File: src/rtl/ipstk_pkg.sv
// Shared types, character codes and classification functions for the infix-to-prefix stack unit.
package ipstk_pkg;

    // Default operator stack depth.
    localparam int STACK_DEPTH_DEF = 32;

    // Character codes.
    localparam logic [7:0] CH_CARET   = 8'h5E;
    localparam logic [7:0] CH_STAR    = 8'h2A;
    localparam logic [7:0] CH_SLASH   = 8'h2F;
    localparam logic [7:0] CH_PERCENT = 8'h25;
    localparam logic [7:0] CH_PLUS    = 8'h2B;
    localparam logic [7:0] CH_MINUS   = 8'h2D;
    localparam logic [7:0] CH_LPAREN  = 8'h28;
    localparam logic [7:0] CH_RPAREN  = 8'h29;
    localparam logic [7:0] CH_NUL     = 8'h00;

    // Status codes carried by the final result.
    localparam logic [1:0] STATUS_OK       = 2'd0;
    localparam logic [1:0] STATUS_OVERFLOW = 2'd1;
    localparam logic [1:0] STATUS_PAREN    = 2'd2;
    localparam logic [1:0] STATUS_UNKNOWN  = 2'd3;

    // Sequencer states.
    typedef enum logic [2:0] {
        ST_IDLE,
        ST_POP_RD,
        ST_POP_CHK,
        ST_PUSH,
        ST_FINISH
    } state_t;

    // What the current pop loop is doing.
    typedef enum logic [1:0] {
        MODE_NONE,
        MODE_OP,
        MODE_PAREN,
        MODE_FLUSH
    } mode_t;

    // Letters and digits pass straight through.
    function automatic logic is_operand(input logic [7:0] c);
        return (c >= 8'h61 && c <= 8'h7A) || (c >= 8'h41 && c <= 8'h5A) ||
               (c >= 8'h30 && c <= 8'h39);
    endfunction

    // Operators of the higher precedence group.
    function automatic logic is_high_op(input logic [7:0] c);
        return c == CH_CARET || c == CH_STAR || c == CH_SLASH || c == CH_PERCENT;
    endfunction

    // Operators of the lower precedence group.
    function automatic logic is_low_op(input logic [7:0] c);
        return c == CH_PLUS || c == CH_MINUS;
    endfunction

endpackage

File: src/rtl/ipstk_if.sv
// Valid/ready channel interfaces for the input characters and the output results.
interface ipstk_in_if;
    logic       valid;
    logic       ready;
    logic [7:0] in_char;
    logic       in_last;

    modport source (output valid, output in_char, output in_last, input ready);
    modport sink   (input valid, input in_char, input in_last, output ready);
endinterface

interface ipstk_out_if;
    logic       valid;
    logic       ready;
    logic [7:0] out_char;
    logic       has_char;
    logic       out_last;
    logic [1:0] status;

    modport source (output valid, output out_char, output has_char, output out_last,
                    output status, input ready);
    modport sink   (input valid, input out_char, input has_char, input out_last,
                    input status, output ready);
endinterface

File: src/rtl/ipstk_mem.sv
// Operator stack memory: one write port, one read port with registered read data.
module ipstk_mem #(
    parameter int  DEPTH = 32,
    localparam int AW    = (DEPTH > 1) ? $clog2(DEPTH) : 1
) (
    input  logic          clk,
    input  logic          wr_en,
    input  logic [AW-1:0] wr_addr,
    input  logic [7:0]    wr_data,
    input  logic          rd_en,
    input  logic [AW-1:0] rd_addr,
    output logic [7:0]    rd_data
);

    logic [7:0] mem [DEPTH];
    logic [7:0] rd_data_reg;

    // Write port.
    always_ff @(posedge clk)
    begin
        if (wr_en)
        begin
            mem[wr_addr] <= wr_data;
        end
    end

    // Registered read port.
    always_ff @(posedge clk)
    begin
        if (rd_en)
        begin
            rd_data_reg <= mem[rd_addr];
        end
    end

    assign rd_data = rd_data_reg;

endmodule

File: src/rtl/infix_to_prefix_stack_unit.sv
// Top level: sequencer of the infix-to-prefix operator stack with its output register.
//
//  Channel   Dir  Payload                               Transfer
//  in_ch     in   in_char[7:0], in_last                 valid && ready
//  out_ch    out  out_char[7:0], has_char, out_last,    valid && ready
//                 status[1:0]
//
// An operand or unknown character goes straight to the finish step and a ')'
// is pushed; another operator or '(' first scans the stack, reading each entry
// and then deciding, since the stack memory has one registered read port. A
// final character also flushes every entry left on the stack.
// Reset clears the stack count, status and output register; no clearing pass.
// A full output register stalls the sequencer only when it must emit.
module infix_to_prefix_stack_unit #(
    parameter int STACK_DEPTH = ipstk_pkg::STACK_DEPTH_DEF
) (
    input  logic    clk,
    input  logic    rst_n,
    ipstk_in_if.sink    in_ch,
    ipstk_out_if.source out_ch
);
    import ipstk_pkg::*;

    localparam int AW = (STACK_DEPTH > 1) ? $clog2(STACK_DEPTH) : 1;
    localparam int CW = $clog2(STACK_DEPTH + 1);

    state_t        state_reg, state_next;
    mode_t         mode_reg, mode_next;
    logic [7:0]    char_reg, char_next;
    logic          last_reg, last_next;
    logic [CW-1:0] count_reg, count_next;
    logic [1:0]    err_reg, err_next;
    logic          pend_valid_reg, pend_valid_next;
    logic [7:0]    pend_char_reg, pend_char_next;
    logic          out_valid_reg, out_valid_next;
    logic [7:0]    out_char_reg, out_char_next;
    logic          out_has_reg, out_has_next;
    logic          out_last_reg, out_last_next;
    logic [1:0]    out_status_reg, out_status_next;

    logic          wr_en;
    logic [AW-1:0] wr_addr;
    logic          rd_en;
    logic [AW-1:0] rd_addr;
    logic [7:0]    rd_data;
    logic [CW-1:0] count_dec;
    logic          out_free;
    logic          take_emit;
    logic          top_pops;

    ipstk_mem #(.DEPTH(STACK_DEPTH)) u_mem (
        .clk     (clk),
        .wr_en   (wr_en),
        .wr_addr (wr_addr),
        .wr_data (char_reg),
        .rd_en   (rd_en),
        .rd_addr (rd_addr),
        .rd_data (rd_data)
    );

    assign count_dec = count_reg - CW'(1);
    assign out_free  = !out_valid_reg || out_ch.ready;
    assign top_pops  = is_high_op(char_reg) ? (rd_data == CH_CARET) : is_high_op(rd_data);

    // Control and payload registers.
    always_ff @(posedge clk or negedge rst_n)
    begin
        if (!rst_n)
        begin
            state_reg      <= ST_IDLE;
            mode_reg       <= MODE_NONE;
            count_reg      <= '0;
            err_reg        <= STATUS_OK;
            pend_valid_reg <= 1'b0;
            out_valid_reg  <= 1'b0;
        end
        else
        begin
            state_reg      <= state_next;
            mode_reg       <= mode_next;
            count_reg      <= count_next;
            err_reg        <= err_next;
            pend_valid_reg <= pend_valid_next;
            out_valid_reg  <= out_valid_next;
        end
    end

    always_ff @(posedge clk)
    begin
        char_reg       <= char_next;
        last_reg       <= last_next;
        pend_char_reg  <= pend_char_next;
        out_char_reg   <= out_char_next;
        out_has_reg    <= out_has_next;
        out_last_reg   <= out_last_next;
        out_status_reg <= out_status_next;
    end

    // Sequencer: next state, stack access and result emission.
    always_comb
    begin
        state_next      = state_reg;
        mode_next       = mode_reg;
        char_next       = char_reg;
        last_next       = last_reg;
        count_next      = count_reg;
        err_next        = err_reg;
        pend_valid_next = pend_valid_reg;
        pend_char_next  = pend_char_reg;
        out_valid_next  = out_valid_reg && !out_ch.ready;
        out_char_next   = out_char_reg;
        out_has_next    = out_has_reg;
        out_last_next   = out_last_reg;
        out_status_next = out_status_reg;
        wr_en           = 1'b0;
        wr_addr         = count_reg[AW-1:0];
        rd_en           = 1'b0;
        rd_addr         = count_dec[AW-1:0];
        take_emit       = 1'b0;

        case (state_reg)
            ST_IDLE:
            begin
                if (in_ch.valid)
                begin
                    char_next = in_ch.in_char;
                    last_next = in_ch.in_last;
                    mode_next = MODE_NONE;
                    if (is_operand(in_ch.in_char))
                    begin
                        pend_char_next  = in_ch.in_char;
                        pend_valid_next = 1'b1;
                        state_next      = ST_FINISH;
                    end
                    else if (in_ch.in_char == CH_LPAREN)
                    begin
                        mode_next  = MODE_PAREN;
                        state_next = ST_POP_RD;
                    end
                    else if (in_ch.in_char == CH_RPAREN)
                    begin
                        state_next = ST_PUSH;
                    end
                    else if (is_high_op(in_ch.in_char) || is_low_op(in_ch.in_char))
                    begin
                        mode_next  = MODE_OP;
                        state_next = ST_POP_RD;
                    end
                    else
                    begin
                        if (err_reg == STATUS_OK)
                        begin
                            err_next = STATUS_UNKNOWN;
                        end
                        state_next = ST_FINISH;
                    end
                end
            end

            ST_POP_RD:
            begin
                if (count_reg == '0)
                begin
                    case (mode_reg)
                        MODE_PAREN:
                        begin
                            if (err_reg == STATUS_OK)
                            begin
                                err_next = STATUS_PAREN;
                            end
                            state_next = ST_FINISH;
                        end
                        MODE_OP:
                        begin
                            state_next = ST_PUSH;
                        end
                        default:
                        begin
                            state_next = ST_FINISH;
                        end
                    endcase
                end
                else
                begin
                    rd_en      = 1'b1;
                    state_next = ST_POP_CHK;
                end
            end

            ST_POP_CHK:
            begin
                case (mode_reg)
                    MODE_PAREN:
                    begin
                        if (rd_data == CH_RPAREN)
                        begin
                            count_next = count_dec;
                            state_next = ST_FINISH;
                        end
                        else
                        begin
                            take_emit = 1'b1;
                        end
                    end
                    MODE_OP:
                    begin
                        if (top_pops)
                        begin
                            take_emit = 1'b1;
                        end
                        else
                        begin
                            state_next = ST_PUSH;
                        end
                    end
                    MODE_FLUSH:
                    begin
                        if (rd_data == CH_RPAREN)
                        begin
                            if (err_reg == STATUS_OK)
                            begin
                                err_next = STATUS_PAREN;
                            end
                            count_next = count_dec;
                            state_next = ST_POP_RD;
                        end
                        else
                        begin
                            take_emit = 1'b1;
                        end
                    end
                    default:
                    begin
                        state_next = ST_FINISH;
                    end
                endcase

                // The popped character becomes pending; the old pending one leaves.
                if (take_emit && (!pend_valid_reg || out_free))
                begin
                    if (pend_valid_reg)
                    begin
                        out_valid_next  = 1'b1;
                        out_char_next   = pend_char_reg;
                        out_has_next    = 1'b1;
                        out_last_next   = 1'b0;
                        out_status_next = STATUS_OK;
                    end
                    pend_char_next  = rd_data;
                    pend_valid_next = 1'b1;
                    count_next      = count_dec;
                    state_next      = ST_POP_RD;
                end
            end

            ST_PUSH:
            begin
                if (count_reg < CW'(STACK_DEPTH))
                begin
                    wr_en      = 1'b1;
                    count_next = count_reg + CW'(1);
                end
                else if (err_reg == STATUS_OK)
                begin
                    err_next = STATUS_OVERFLOW;
                end
                state_next = ST_FINISH;
            end

            ST_FINISH:
            begin
                if (last_reg && mode_reg != MODE_FLUSH)
                begin
                    mode_next  = MODE_FLUSH;
                    state_next = ST_POP_RD;
                end
                else if (pend_valid_reg || last_reg)
                begin
                    // The pending character, or a bare end marker, closes the item.
                    if (out_free)
                    begin
                        out_valid_next  = 1'b1;
                        out_char_next   = pend_valid_reg ? pend_char_reg : CH_NUL;
                        out_has_next    = pend_valid_reg;
                        out_last_next   = last_reg;
                        out_status_next = last_reg ? err_reg : STATUS_OK;
                        pend_valid_next = 1'b0;
                        if (last_reg)
                        begin
                            err_next   = STATUS_OK;
                            count_next = '0;
                        end
                        state_next = ST_IDLE;
                    end
                end
                else
                begin
                    state_next = ST_IDLE;
                end
            end

            default:
            begin
                state_next = ST_IDLE;
            end
        endcase
    end

    assign in_ch.ready     = (state_reg == ST_IDLE);
    assign out_ch.valid    = out_valid_reg;
    assign out_ch.out_char = out_char_reg;
    assign out_ch.has_char = out_has_reg;
    assign out_ch.out_last = out_last_reg;
    assign out_ch.status   = out_status_reg;

endmodule

File: src/flat_wrapper.sv
// flat-port wrapper written by rule: the top's interface ports become plain ports
module infix_to_prefix_stack_unit_flat import ipstk_pkg::*;
#(
    parameter int STACK_DEPTH = ipstk_pkg::STACK_DEPTH_DEF
)
  (clk, rst_n, in_ch_valid, in_ch_in_char, in_ch_in_last, in_ch_ready, out_ch_valid, out_ch_out_char, out_ch_has_char, out_ch_out_last, out_ch_status, out_ch_ready);
  ipstk_in_if in_ch_i ();
  ipstk_out_if out_ch_i ();
  input  logic clk;
  input  logic rst_n;
  input wire logic [$bits(in_ch_i.valid)-1:0] in_ch_valid;
  input wire logic [$bits(in_ch_i.in_char)-1:0] in_ch_in_char;
  input wire logic [$bits(in_ch_i.in_last)-1:0] in_ch_in_last;
  output wire logic [$bits(in_ch_i.ready)-1:0] in_ch_ready;
  output wire logic [$bits(out_ch_i.valid)-1:0] out_ch_valid;
  output wire logic [$bits(out_ch_i.out_char)-1:0] out_ch_out_char;
  output wire logic [$bits(out_ch_i.has_char)-1:0] out_ch_has_char;
  output wire logic [$bits(out_ch_i.out_last)-1:0] out_ch_out_last;
  output wire logic [$bits(out_ch_i.status)-1:0] out_ch_status;
  input wire logic [$bits(out_ch_i.ready)-1:0] out_ch_ready;
  assign in_ch_i.valid = in_ch_valid;
  assign in_ch_i.in_char = in_ch_in_char;
  assign in_ch_i.in_last = in_ch_in_last;
  assign in_ch_ready = in_ch_i.ready;
  assign out_ch_valid = out_ch_i.valid;
  assign out_ch_out_char = out_ch_i.out_char;
  assign out_ch_has_char = out_ch_i.has_char;
  assign out_ch_out_last = out_ch_i.out_last;
  assign out_ch_status = out_ch_i.status;
  assign out_ch_i.ready = out_ch_ready;
  infix_to_prefix_stack_unit #(.STACK_DEPTH(STACK_DEPTH)) u_core (.clk(clk), .rst_n(rst_n), .in_ch(in_ch_i), .out_ch(out_ch_i));
endmodule
File: config.mk
export PLATFORM = sky130hd
export DESIGN_NAME = infix_to_prefix_stack_unit_flat
export DESIGN_NICKNAME = d
export VERILOG_FILES = /design/src/rtl/ipstk_pkg.sv /design/src/rtl/ipstk_if.sv /design/src/rtl/ipstk_mem.sv /design/src/rtl/infix_to_prefix_stack_unit.sv /design/src/flat_wrapper.sv
export SDC_FILE = /design/constraint.sdc
export NUM_CORES = 1
export LEC_CHECK = 0
export ABC_CLOCK_PERIOD_IN_PS = 10620
export BUFFER_PORTS_ARGS = -buffer_cell sky130_fd_sc_hd__buf_4
export CAP_MARGIN = 20
export CORE_ASPECT_RATIO = 1.5
export CORE_MARGIN = 2
export CORE_UTILIZATION = 65
export CTS_CLUSTER_SIZE = 20
export DETAILED_ROUTE_END_ITERATION = 8
export GPL_TIMING_DRIVEN = 0
export PLACE_DENSITY = 0.82
export SLEW_MARGIN = 10
export SYNTH_ARGS = -nofsm -noshare
export SYNTH_HDL_FRONTEND = slang
export SYNTH_SLANG_ARGS = --single-unit
File: constraint.sdc
create_clock -name clk -period 10.62 [get_ports clk]
set_input_delay 1.593 -clock clk [delete_from_list [all_inputs] [get_ports clk]]
set_output_delay 1.593 -clock clk [all_outputs]
set_load 0.03 [all_outputs]
======== Word-level counts from Yosys, hierarchy flattened ========
Memory sizes are Yosys's and may differ from the RTL's. A register that Yosys moved wholly into a read port is not among the register bits.
Cells that the tools add are included.
operators by class
  $add $sub $neg .......................... 2
  $lt $le $gt $ge ......................... 7
  eq/ne operators ......................... 52
  multiplexer cells ....................... 104
  reduce and logical (&&, ||, !) cells .... 43
operators with widths
  cell                                                                              count
  8-bit by 6-bit == test with 1-bit output, second input constant                   14
  8-bit two-way mux                                                                 9
  2-bit two-way mux                                                                 28
  6-bit two-way mux                                                                 8
  3-bit two-way mux                                                                 14
  1-bit two-way mux                                                                 32
  8-bit one-hot mux with 2 select lines                                             2
  2-bit by 1-bit != test with 1-bit output, second input constant                   13
  8-bit by 7-bit == test with 1-bit output, second input constant                   3
  2-bit != test, second input constant                                              9
  6-bit one-hot mux with 3 select lines                                             1
  17-bit AND reduction                                                              1
  8-bit by 7-bit >= comparator with 1-bit output, second input constant             2
  8-bit by 7-bit less-or-equal comparator with 1-bit output, second input constant  2
  1-bit logical OR                                                                  16
  3-bit one-hot mux with 5 select lines                                             1
  4-bit by 2-bit != test with 1-bit output, second input constant                   3
  2-bit one-hot mux with 5 select lines                                             1
  3-bit one-hot mux with 3 select lines                                             1
  8-bit by 6-bit >= comparator with 1-bit output, second input constant             1
  8-bit by 6-bit less-or-equal comparator with 1-bit output, second input constant  1
  1-bit one-hot mux with 2 select lines                                             4
  2-bit one-hot mux with 2 select lines                                             2
  8-bit AND reduction                                                               1
  27 further kinds                                                                  39
word-level totals
  flip-flop bits (word level) ............. 44
  memory bits (writable) .................. 256
  bits of input ports ..................... 13
  output and inout bits ................... 14
  logic and storage cells ................. 222
  memories kept ........................... 1
memories
  name              depth  width  read ports  clocked after memory_dff  wr ports  RTL line         RTL
  u_core.u_mem.mem  32     8      1           1                         1         ipstk_mem.sv:15  logic [7:0] mem [DEPTH];

======== Logic depth before layout (Yosys ltp) ========
Gate-level depths: netlist of run 1.
  depth after elaboration ................. 11
  mapped depth ............................ 9
  depth with buffers taken out ............ 7

======== By module ========
A second synthesis of run 1 with hierarchy kept.
unflattened totals
  cell total of the unflattened synthesis .. 679
  area total of the unflattened synthesis .. 12684.7 um^2
modules (own cells, without submodules)
  module                      instances  cells an instance  area each (um^2)  sequential area each (um^2)
  ipstk_mem                   1          417                10133.5           7927.6
  infix_to_prefix_stack_unit  1          262                2551.2            1246.2

======== Least setup slack after synthesis of run 1 ========
No wires, ideal clock.
  path type ............................... register to register
  start point ............................. register u_core.count_reg[0]
  end point ............................... register u_core.u_mem.rd_data_reg[0] (netlist: u_core.u_mem.rd_data[0]) (read register of u_core.u_mem.mem), data pin
  setup time .............................. 0.260 ns
  arrival ................................. 3.249 ns
  data required time ...................... 10.360 ns
  slack ................................... 7.111 ns
  stages on the path, launching flop included .. 9
  path buffers ............................ 3
  period minus slack after synthesis ...... 3.509 ns
  cells stage by stage .................... dfrtp_1 clkbuf_1 clkbuf_1 inv_1 ha_1 xnor2_1 buf_2 mux4_2 mux2_2
between the ends
  word-level cells in the longest chain between the ends .. 3
ends and longest elaborated chain
  item                                                                                                 RTL line                          RTL
  start, declared                                                                                      infix_to_prefix_stack_unit.sv:31  logic [CW-1:0] count_reg, count_next;
  start signal, assigned                                                                               infix_to_prefix_stack_unit.sv:81  count_reg <= count_next;
  parallel branches: the longest is 3 deep, another holds 6-bit by 1-bit subtractor with 6-bit output  n/a
  end, declared                                                                                        ipstk_mem.sv:16                   logic [7:0] rd_data_reg;
Several ways; the timed one is not identified.
A chain may end at the register's enable or synchronous reset.

======== Worst setup path in the final report of run 1 ========
  start point ............................. register u_core.count_reg[0]
  end point ............................... register u_core.u_mem.rd_data_reg[5] (netlist: u_core.u_mem.rd_data[5]) (read register of u_core.u_mem.mem), data pin
Same word-level chain as after synthesis.

==> reports/qor.txt, run 1 <==
most instantiated cells after synthesis -> edfxtp_1, mux4_2, nor2_1, nand2_1, clkbuf_1
Most used DFF post-synth -> edfxtp_1
cells after synthesis -> 680
sequential-to-total area share from yosys stat -> 72.4%
Remaining Overflow, GRT -> 0
critical path arrival -> 5.18 ns
total die area -> 20700 um2
diode count -> 0
Post-synth ARST share -> 4.87%
min Tclk post-route -> 4.92 ns
f_max -> 203 MHz
Req. time, crit path -> 10.89 ns
warning count from the yosys run -> 0
insertion delay to the later sink of the worst-skew pair -> 0.53 ns
Leakage -> 4.56 nW
WL final -> 31400 um
#FFs+latches synth -> 308
clk buf depth -> 3
# setup viols final -> 0
cell area power density -> 263 nW/um2
synth-to-layout area growth -> 12.3%
Hold Buf Count CTS -> 0
syn_nets -> 698
max FFs per register -> 256
status -> finished clean
most common cell in the netlist -> edfxtp_1
Clock Sinks -> 308
Die Width -> 118 um
first-pass iteration count of the detailed router -> 6
Post-CTS Setup Bufs -> 0
fin crit share -> 46.3%
fin. max-slew vios -> 0
Port Buffer Count -> 26
Die Ht -> 175 um
peak supply drop -> 160 uV
clk root buf -> clkbuf_16
compound-cell area share of the yosys netlist -> 3.58%
Synth Area in Simple Gates -> 6.63%
core area -> 19200 um2
post-synth cell types -> 60
Worst-path clk slew -> 0.07 ns
peak fanout along the critical path -> 10
Slew Limit Headroom -> 31.0%
multiplexer area fraction after synthesis -> 15.0%
gr usage total -> 29.0%
H-tree levels -> 1
antenna violations before repair -> 0
io pins -> 27
worst min-delay path class -> flop to flop
Filler cells -> 1053
starting density of the core -> 66.1%
CTS Buf Count -> 27
Final Util -> 74.3%
Post-Synth XOR/XNOR Area -> 0.415%
max-cap violations -> 0
# DRC -> 0
vias per cell -> 7.07
Post-Synth Adder-Cell Area -> 0.494%
proportion of layout cells with a drive suffix above 1 -> 22.9%
placer's final routability congestion estimate -> 0.923
post-route ant nets -> 0
synth top area cells -> edfxtp_1, mux4_2, dfrtp_1
CP startpoint kind -> flop
Post-DP HPWL -> 18300 um
Post-synth EDFFs -> 293
row count -> 62
first-pass GRT wire length -> 44000 um
Largest Register -> u_core.u_mem.mem
Vias -> 7186
Wirelength per Cell -> 30.9 um
DRT iter0 DRCs -> 941
Post-CTS Resized -> 0
RSZ-0062 raised after global routing -> no
main combinational cell family by area after synthesis -> multiplexers
Clock Skews -> 0.0152 ns
vias in the first global route -> 7139
Crit. End Element -> flop
largest net degree at the start of global routing -> 36
Nets -> 763
top-area cell type share of the netlist area -> 69.4%
Final Hold Viols -> 0
CP Class -> flop to flop
Least-Margin Pin Slew -> 1.03 ns
setup tns final -> 0 ns
Yosys top cell by area -> edfxtp_1
CTS tree -> built
Post-Syn Area -> 12700 um2
syn avg cell area -> 18.6 um2
==> final timing paths <==
check,start,end,slack [ns],depth (start not counted)
min in group asynchronous,rst_n,u_core.count_reg[2]$_DFFE_PN0P_,0.92,1
worst min register to register,u_core.pend_char_reg[0]$_DFFE_PP_,u_core.out_ch.out_char[0]$_DFFE_PP_,0.55,1
worst min-delay path,u_core.pend_char_reg[0]$_DFFE_PP_,u_core.out_ch.out_char[0]$_DFFE_PP_,0.55,1
max in group asynchronous,rst_n,u_core.out_ch.valid$_DFF_PN0_,9.51,1
worst max-delay path,u_core.count_reg[0]$_DFFE_PN0P_,u_core.u_mem.rd_data[5]$_DFFE_PP_,5.70,9
worst max register to register,u_core.count_reg[0]$_DFFE_PN0P_,u_core.u_mem.rd_data[5]$_DFFE_PP_,5.70,9
==> routing by layer <==
metal	vias to the layer above	share of wire [%]	GRT usage, %
li1	2877	-	-
met1	3647	33	35.8
met2	525	53	51.7
met3	137	7.7	4.11
met4	0	6.4	12.4
met5	-	0	0
==> critical path, stage by stage (launching register included) <==
cell and delay [ns]:
dfrtp_1 0.39, clkbuf_1 0.38, clkbuf_1 0.70, inv_1 0.27
ha_1 0.46, clkbuf_1 0.48, clkbuf_1 0.67, mux4_2 0.46
mux4_2 0.52, mux2_2 0.31
==> cells in the final DEF, fill, tap and decap left out, types with 3 or more instances in the layout <==
| cell | Yosys | routed |
|---|---|---|
| nand2_1 | 39 | 39 |
| buf_16 | 0 | 6 |
| nand2b_1 | 5 | 5 |
| nor2_1 | 51 | 51 |
| a31oi_1 | 8 | 8 |
| nor3_1 | 11 | 11 |
| edfxtp_1 | 293 | 293 |
| mux4_2 | 80 | 80 |
| clkbuf_1 | 24 | 28 |
| a21oi_1 | 13 | 13 |
| clkinv_2 | 0 | 4 |
| buf_4 | 0 | 27 |
| nand3b_1 | 4 | 4 |
| nor4bb_1 | 6 | 6 |
| clkinv_1 | 0 | 6 |
| ha_1 | 5 | 5 |
| dfrtp_1 | 15 | 15 |
| o31ai_1 | 4 | 4 |
| nor4_1 | 3 | 3 |
| and3_1 | 7 | 7 |
| o21ai_0 | 13 | 13 |
| xnor2_1 | 5 | 5 |
| mux2_2 | 8 | 8 |
| nor2b_1 | 14 | 14 |
| clkbuf_16 | 0 | 28 |
| a21o_1 | 3 | 3 |
| inv_1 | 10 | 10 |
| bufinv_16 | 0 | 3 |
| and2_1 | 5 | 5 |
| buf_2 | 5 | 6 |
==> power by group <==
group	total (mW)	internal [mW]	switching, mW
combinational	1.24	0.545	0.699
clock	0.947	0.534	0.413
sequential	1.55	1.47	0.0800
==> through the flow <==
step	instance area, um2	cells	worst slack, ns	total power, mW	hold slack, ns
after CTS	14000	1006	5.84	3.65	0.530
after detailed placement	13200	962	5.86	2.69	0.518
after global placement	13200	962	5.92	2.66	0.522
final	14200	1016	5.70	3.74	0.546
after floorplan	12700	680	7.11	2.34	0.509
after global routing	14200	1016	5.58	3.85	0.575
==> logic make-up after synthesis <==
| family | after synthesis |
|---|---|
| and+or+nand+nor | 162 |
| xor gates and xnor gates | 6 |
| DFF | 308 |
| buffers and inverters | 43 |
| AOI/OAI and AO/OA | 67 |
| adders and majority gates | 5 |
| muxes | 89 |
==> layout make-up <==
type                    instances  area, um2  share of cell area [%]
flip-flops and latches        308       9170                    64.5
multi-input cells             329       3320                    23.3
plain buffers                  33        145                    1.02
clock inverters                13        133                   0.932
clock buffers                  31        691                    4.85
repair buffers                 36        413                    2.90
well taps                     256        320                    2.25
inverters                      10       37.5                   0.264
(Power assumes the default switching activity.)
==> run 2: changes to the inputs <==
Settings changed: ABC_CLOCK_PERIOD_IN_PS 10620 to 4400, CORE_UTILIZATION 65 to 56, PLACE_DENSITY 0.82 to 0.75.
Clock period 10.62 ns to 4.4 ns, I/O delays scaled along.
==> run 2 against run 1 <==
Wire length is 15% lower; sequential power up 140%; setup slack got worse by 5.6 ns; clock skew down 0.0016 ns; first-iteration DRC count down 27%; maximum frequency grew 16%; core utilization is 10 points lower; critical path depth stayed put; global-route usage is 6.6 points lower; die area rose by 16%; critical path type unchanged.
==> reports/qor.txt, run 2 (same netlist as run 1, synthesis figures left out) <==
status -> finished clean
commonest non-fill, non-tap cell in the layout -> edfxtp_1
hold depth -> 1
worst min-delay path class -> input pin to flop
fin. max-slew vios -> 0
Die Ht -> 188 um
Filler cells -> 1461
cell area power density -> 625 nW/um2
FF-to-FF Start -> u_core.count_reg[0]$_DFFE_PN0P_
crit-path cells -> clkbuf_1 -> clkbuf_2 -> inv_1 -> ha_1 -> clkbuf_1 -> clkbuf_1 -> mux4_2 -> mux4_2 -> mux2_2
fin crit share -> 96.7%
starting density of the core -> 56.8%
slowest stage delay, CP -> 0.62 ns
Wirelength per Cell -> 25.7 um
r2r setup slk -> 0.15 ns
WL final -> 26800 um
Remaining Overflow, GRT -> 0
peak fanout along the critical path -> 10
RR Endpoint -> u_core.u_mem.rd_data[4]$_DFFE_PP_
placer's final routability congestion estimate -> 0.882
grt peak-use layer -> met2
CP dominant cell by count -> clkbuf_1
Req. time, crit path -> 4.68 ns
row count -> 67
DRT iter0 DRCs -> 684
CTS tree -> built
Die Width -> 127 um
H-tree levels -> 1
core area -> 22300 um2
largest net degree at the start of global routing -> 36
total power -> 8.93 mW
post-route ant nets -> 0
commonest cells after routing, fill and taps aside -> edfxtp_1, mux4_2, nor2_1, nand2_1, clkbuf_16
Vias -> 6624
max FFs per register -> 256
setup ws final -> 0.146 ns
Slew Limit Headroom -> 28.0%
min Tclk post-route -> 4.25 ns
GRT met3 Usage -> 3.24%
clk root buf -> clkbuf_16
Port Buffer Count -> 26
Final Hold Viols -> 0
FF-to-FF path depth -> 9
f_max -> 235 MHz
crit path max-delay cell type -> clkbuf_1
Worst-path clk slew -> 0.07 ns
RSZ-0062 raised after global routing -> no
critical path arrival -> 4.54 ns
worst hold path startpoint -> in_ch_in_last
peak supply drop -> 354 uV
Largest Register -> u_core.u_mem.mem
total die area -> 23900 um2
finished layout cell area -> 14300 um2
synth-to-layout area growth -> 12.8%
Leakage -> 4.59 nW
Clock Skews -> 0.0135 ns
placement-stage cell area -> 13200 um2
met2 Use GR -> 40.4%
# DRC -> 0
CP Class -> flop to flop
CTS Buf Count -> 27
io pins -> 27
CP startpoint kind -> flop
Min-Delay Endpoint -> u_core.last_reg$_DFFE_PP_
insertion delay to the later sink of the worst-skew pair -> 0.53 ns
vias in the first global route -> 6943
vias per cell -> 6.36
setup tns final -> 0 ns
post-place setup slack -> -0.214 ns
Crit. End Element -> flop
proportion of layout cells with a drive suffix above 1 -> 24.4%
clk buf depth -> 3
first-pass GRT wire length -> 40200 um
met1 GRT Util -> 27.1%
# setup viols final -> 0
gr usage total -> 22.5%
Post-DP HPWL -> 17900 um
first-pass iteration count of the detailed router -> 7
Clock Sinks -> 308
antenna violations before repair -> 0
Nets -> 763
Least-Margin Pin Slew -> 1.07 ns
diode count -> 0
max-cap violations -> 0
run 2: cell types whose count changed in the layout (fill, tap and decap cells not counted), sizes merged:
cell,delta
clkinv,+4
clkinvlp,+3
dlygate4sd3,+1
bufinv,+1
buf,-4
run 2: metrics by stage:
stage               hold WS (ns)  cells  util (%)
floorplan                  0.364    680         -
global placement           0.513    982      59.3
detailed placement         0.530    983      59.3
CTS                        0.299   1033      63.4
global route               0.306   1041      64.1
finish                     0.310   1041      64.1
run 2: worst max-delay path by stage:
stage                                                from  slack (ns)                                 to  depth (start not counted)
after global placement    u_core.count_reg[0]$_DFFE_PN0P_       -0.12  u_core.u_mem.rd_data[2]$_DFFE_PP_                          9
after floorplan           u_core.count_reg[0]$_DFFE_PN0P_        0.89  u_core.u_mem.rd_data[0]$_DFFE_PP_                          8
after CTS                 u_core.count_reg[0]$_DFFE_PN0P_        0.12  u_core.u_mem.rd_data[4]$_DFFE_PP_                          9
after global routing      u_core.count_reg[0]$_DFFE_PN0P_       0.009  u_core.u_mem.rd_data[1]$_DFFE_PP_                          9
after detailed placement  u_core.count_reg[0]$_DFFE_PN0P_       -0.21  u_core.u_mem.rd_data[4]$_DFFE_PP_                          9
final                     u_core.count_reg[0]$_DFFE_PN0P_        0.15  u_core.u_mem.rd_data[4]$_DFFE_PP_                          9
run 2: critical path, delay by kind of cell, from the launching register on:
family | cells | cell delay, ns
buffers and inverters | 5 | 2.00
multiplexers | 3 | 1.22
flip-flops | 1 | 0.39
adder cells (fa/ha/maj) | 1 | 0.38
run 2: repair_timing:
action,4_1_cts,5_1_grt
hold buffers,1,0
endpoints found under the hold margin,15,0
pin swaps,0,0
setup buffers,0,0
setup endpoints to repair,8,6
resized for setup,1,6
run 2: where the power goes:
part	switching (mW)	internal [mW]	leakage [nW]	total [mW]
combinational	1.58	1.29	1.32	2.86
sequential	0.155	3.55	2.83	3.70
clock	1.01	1.36	0.437	2.37
total	2.74	6.20	4.59	8.93
run 2: layout make-up:
cell class	instances	area, um2	share of cell area [%]
multi-input combinational	329	3320	23.2
buffer	33	150	1.05
timing repair buffer	36	375	2.63
sequential	308	9170	64.2
clock buffer	28	679	4.75
clock inverter	21	215	1.51
inverter	10	37.5	0.263
tap	276	345	2.42
run 2: layer usage:
layer  part of all wire [%]  vias up
met3                    6.1       66
met4                    4.3        0
met2                     53      312
met1                     36     3362
met5                      0        -
li1                       -     2884
==> run 3: changes to the inputs <==
Settings changed: ABC_AREA set to 1, CELL_PAD_IN_SITES_DETAIL_PLACEMENT set to 1, CELL_PAD_IN_SITES_GLOBAL_PLACEMENT set to 1, CORE_UTILIZATION 56 to 46.
==> run 3 against run 2 <==
Wire length up 37%; worst hold slack worse by 0.032 ns; synthesized cell count up 62%; global-route usage up 2.3 points; clock skew up 0.014 ns; flip-flop and latch count unchanged; combinational power up 73%; clock-buffer cell count up 3; first-iteration DRC count down 30%; register-to-register slack better by 0.59 ns; critical path depth up 3; maximum frequency up 16%.
==> reports/qor.txt, run 3 <==
CTS tree -> built
worst min-delay path class -> input pin to flop
post-synth cell types -> 40
peak supply drop -> 370 uV
first-pass GRT wire length -> 55600 um
synth-to-layout area growth -> 13.7%
max FFs per register -> 256
first-pass iteration count of the detailed router -> 5
synth top area cells -> edfxtp_1, nor2_1, o21ai_0
total power -> 11.4 mW
Placed Cells -> 1483
most common cell in the netlist -> edfxtp_1
grt peak-use layer -> met2
gr usage total -> 24.7%
post-route ant nets -> 0
Worst-path clk slew -> 0.07 ns
Leakage -> 5.28 nW
Clock Sinks -> 308
proportion of layout cells with a drive suffix above 1 -> 12.6%
placer's final routability congestion estimate -> 0.927
core area -> 28500 um2
CP startpoint -> u_core.count_reg[0]$_DFFE_PN0P_
Vias -> 8806
RR Endpoint -> u_core.u_mem.rd_data[2]$_DFFE_PP_
Worst path depth -> 12
syn_nets -> 1117
warning count from the yosys run -> 0
crit path to -> u_core.u_mem.rd_data[2]$_DFFE_PP_
peak fanout along the critical path -> 12
# DRC -> 0
slowest stage delay, CP -> 0.52 ns
crit-path cells -> inv_2 -> buf_4 -> buf_2 -> ha_1 -> buf_2 -> clkbuf_1 -> o21ai_0 -> o32ai_1 -> nor2_1 -> o21ai_1 -> nand2_1 -> nand2_1
vias in the first global route -> 9305
H-tree levels -> 1
CP bufs+invs -> 5
DRT iter0 DRCs -> 481
CTS Buf Count -> 29
Multi-input gate area -> 3490 um2
placement-stage cell area -> 14000 um2
Least-Margin Pin Slew -> 0.891 ns
sequential-to-total area share from yosys stat -> 69.4%
FF-to-FF path depth -> 12
total die area -> 30100 um2
syn avg cell area -> 12.0 um2
diode count -> 0
antenna violations before repair -> 0
row count -> 76
Final Hold Viols -> 0
critical path arrival -> 4.10 ns
cell area power density -> 760 nW/um2
met1 GRT Util -> 28.0%
io pins -> 27
starting density of the core -> 46.4%
status -> finished clean
CP Class -> flop to flop
clk buf depth -> 3
Post-synth ARST share -> 4.87%
Post-DP HPWL -> 26200 um
f_max -> 273 MHz
r2r setup slk -> 0.74 ns
min Tclk post-route -> 3.66 ns
commonest cells after routing, fill and taps aside -> edfxtp_1, nor2_1, nand2_1, o21ai_0, inv_1
Die Width -> 142 um
Wirelength per Cell -> 23.8 um
# setup viols final -> 0
largest net degree at the start of global routing -> 35
top-area cell type share of the netlist area -> 66.5%
met2 Use GR -> 45.6%
Crit. End Element -> flop
CP startpoint kind -> flop
clk root buf -> clkbuf_16
commonest non-fill, non-tap cell in the layout -> edfxtp_1
Remaining Overflow, GRT -> 0
setup tns final -> 0 ns
Slew Limit Headroom -> 40.4%
Most used DFF post-synth -> edfxtp_1
Die Ht -> 212 um
Post-synth EDFFs -> 293
Clock Skews -> 0.0280 ns
vias per cell -> 5.72
Largest Register -> u_core.u_mem.mem
Nets -> 1184
RSZ-0062 raised after global routing -> no
most instantiated cells after synthesis -> edfxtp_1, nor2_1, nand2_1, o21ai_0, inv_1
insertion delay to the later sink of the worst-skew pair -> 0.58 ns
Yosys top cell by area -> edfxtp_1
Register Area -> 9170 um2
Req. time, crit path -> 4.83 ns
Post-CTS Setup Bufs -> 0
cells after synthesis -> 1099
finished layout cell area -> 15000 um2
Post-Syn Area -> 13200 um2
delay-heaviest family, CP -> buffers and inverters
crit path max-delay cell type -> clkbuf_1
WL final -> 36600 um
Filler cells -> 2922
Port Buffer Count -> 26
max-cap violations -> 0
fin. max-slew vios -> 0
FF-to-FF Start -> u_core.count_reg[0]$_DFFE_PN0P_
fin crit share -> 83.2%
GRT met3 Usage -> 2.76%
#FFs+latches synth -> 308
Non-Filler Instances -> 1539
run 3: area by class of cell:
type | instances | share of cell area [%]
buffer | 53 | 2.00
clock buffer | 31 | 4.88
clock inverter | 22 | 1.59
inverter | 67 | 1.71
multi-input combinational | 671 | 23.2
sequential | 308 | 61.0
tap | 351 | 2.92
timing repair buffer | 36 | 2.65
run 3: worst min path at each step:
stage               cells after the start                               to  slack, ns                           from
detailed placement                      2    u_core.err_reg[0]$_DFFE_PN0P_       0.49  u_core.err_reg[0]$_DFFE_PN0P_
floorplan                               0  u_core.count_reg[0]$_DFFE_PN0P_       0.36                          rst_n
global route                            1        u_core.last_reg$_DFFE_PP_       0.26                  in_ch_in_last
finish                                  1        u_core.last_reg$_DFFE_PP_       0.28                  in_ch_in_last
CTS                                     1        u_core.last_reg$_DFFE_PP_       0.26                  in_ch_in_last
global placement                        2    u_core.err_reg[1]$_DFFE_PN0P_       0.49  u_core.err_reg[1]$_DFFE_PN0P_
run 3: metrics by stage:
step | setup WS [ns] | util [%] | hold WS [ns]
final | 0.737 | 52.7 | 0.278
after floorplan | 1.99 | - | 0.364
after detailed placement | 0.840 | 49.1 | 0.492
after global routing | 0.621 | 52.7 | 0.261
after CTS | 0.795 | 52.5 | 0.260
after global placement | 0.875 | 48.6 | 0.485
run 3: worst reg2reg max path, stage by stage (launching register included):
cell and delay (ns):
dfrtp_1 0.51, inv_2 0.16, buf_4 0.21, buf_2 0.24, ha_1 0.41, buf_2 0.24
clkbuf_1 0.53, o21ai_0 0.19, o32ai_1 0.26, nor2_1 0.10, o21ai_1 0.35, nand2_1 0.17
nand2_1 0.12
run 3: layer usage:
| metal | part of all wire, % | wire (um) |
|---|---|---|
| met5 | 0 | 0 |
| met4 | 4.8 | 1750 |
| met3 | 3.8 | 1400 |
| met2 | 54 | 19800 |
| met1 | 37 | 13700 |
run 3: kinds of logic (layout without fill, tap and decap cells):
| kind of cell | after synthesis | in the layout | share of synthesized area [%] |
|---|---|---|---|
| adder cells (fa/ha/maj) | 5 | 5 | 0.473 |
| AND/OR/NAND/NOR | 414 | 414 | 12.7 |
| flip-flops | 308 | 308 | 69.4 |
| AO/OA/AOI/OAI | 223 | 223 | 10.9 |
| XOR/XNOR | 4 | 4 | 0.520 |
| multiplexers | 25 | 25 | 1.89 |
| buffers and inverters | 120 | 209 | 4.21 |
run 3: power breakdown:
| group | switching, mW | total [mW] | internal, mW |
|---|---|---|---|
| sequential | 0.209 | 3.88 | 3.67 |
| combinational | 3.43 | 4.94 | 1.51 |
| clock | 1.12 | 2.61 | 1.50 |
run 3: what timing repair did:
action,in CTS,in global routing
gates resized for setup,0,0
hold buffers,1,0
endpoints found under the setup margin,0,0
endpoints found under the hold margin,15,0
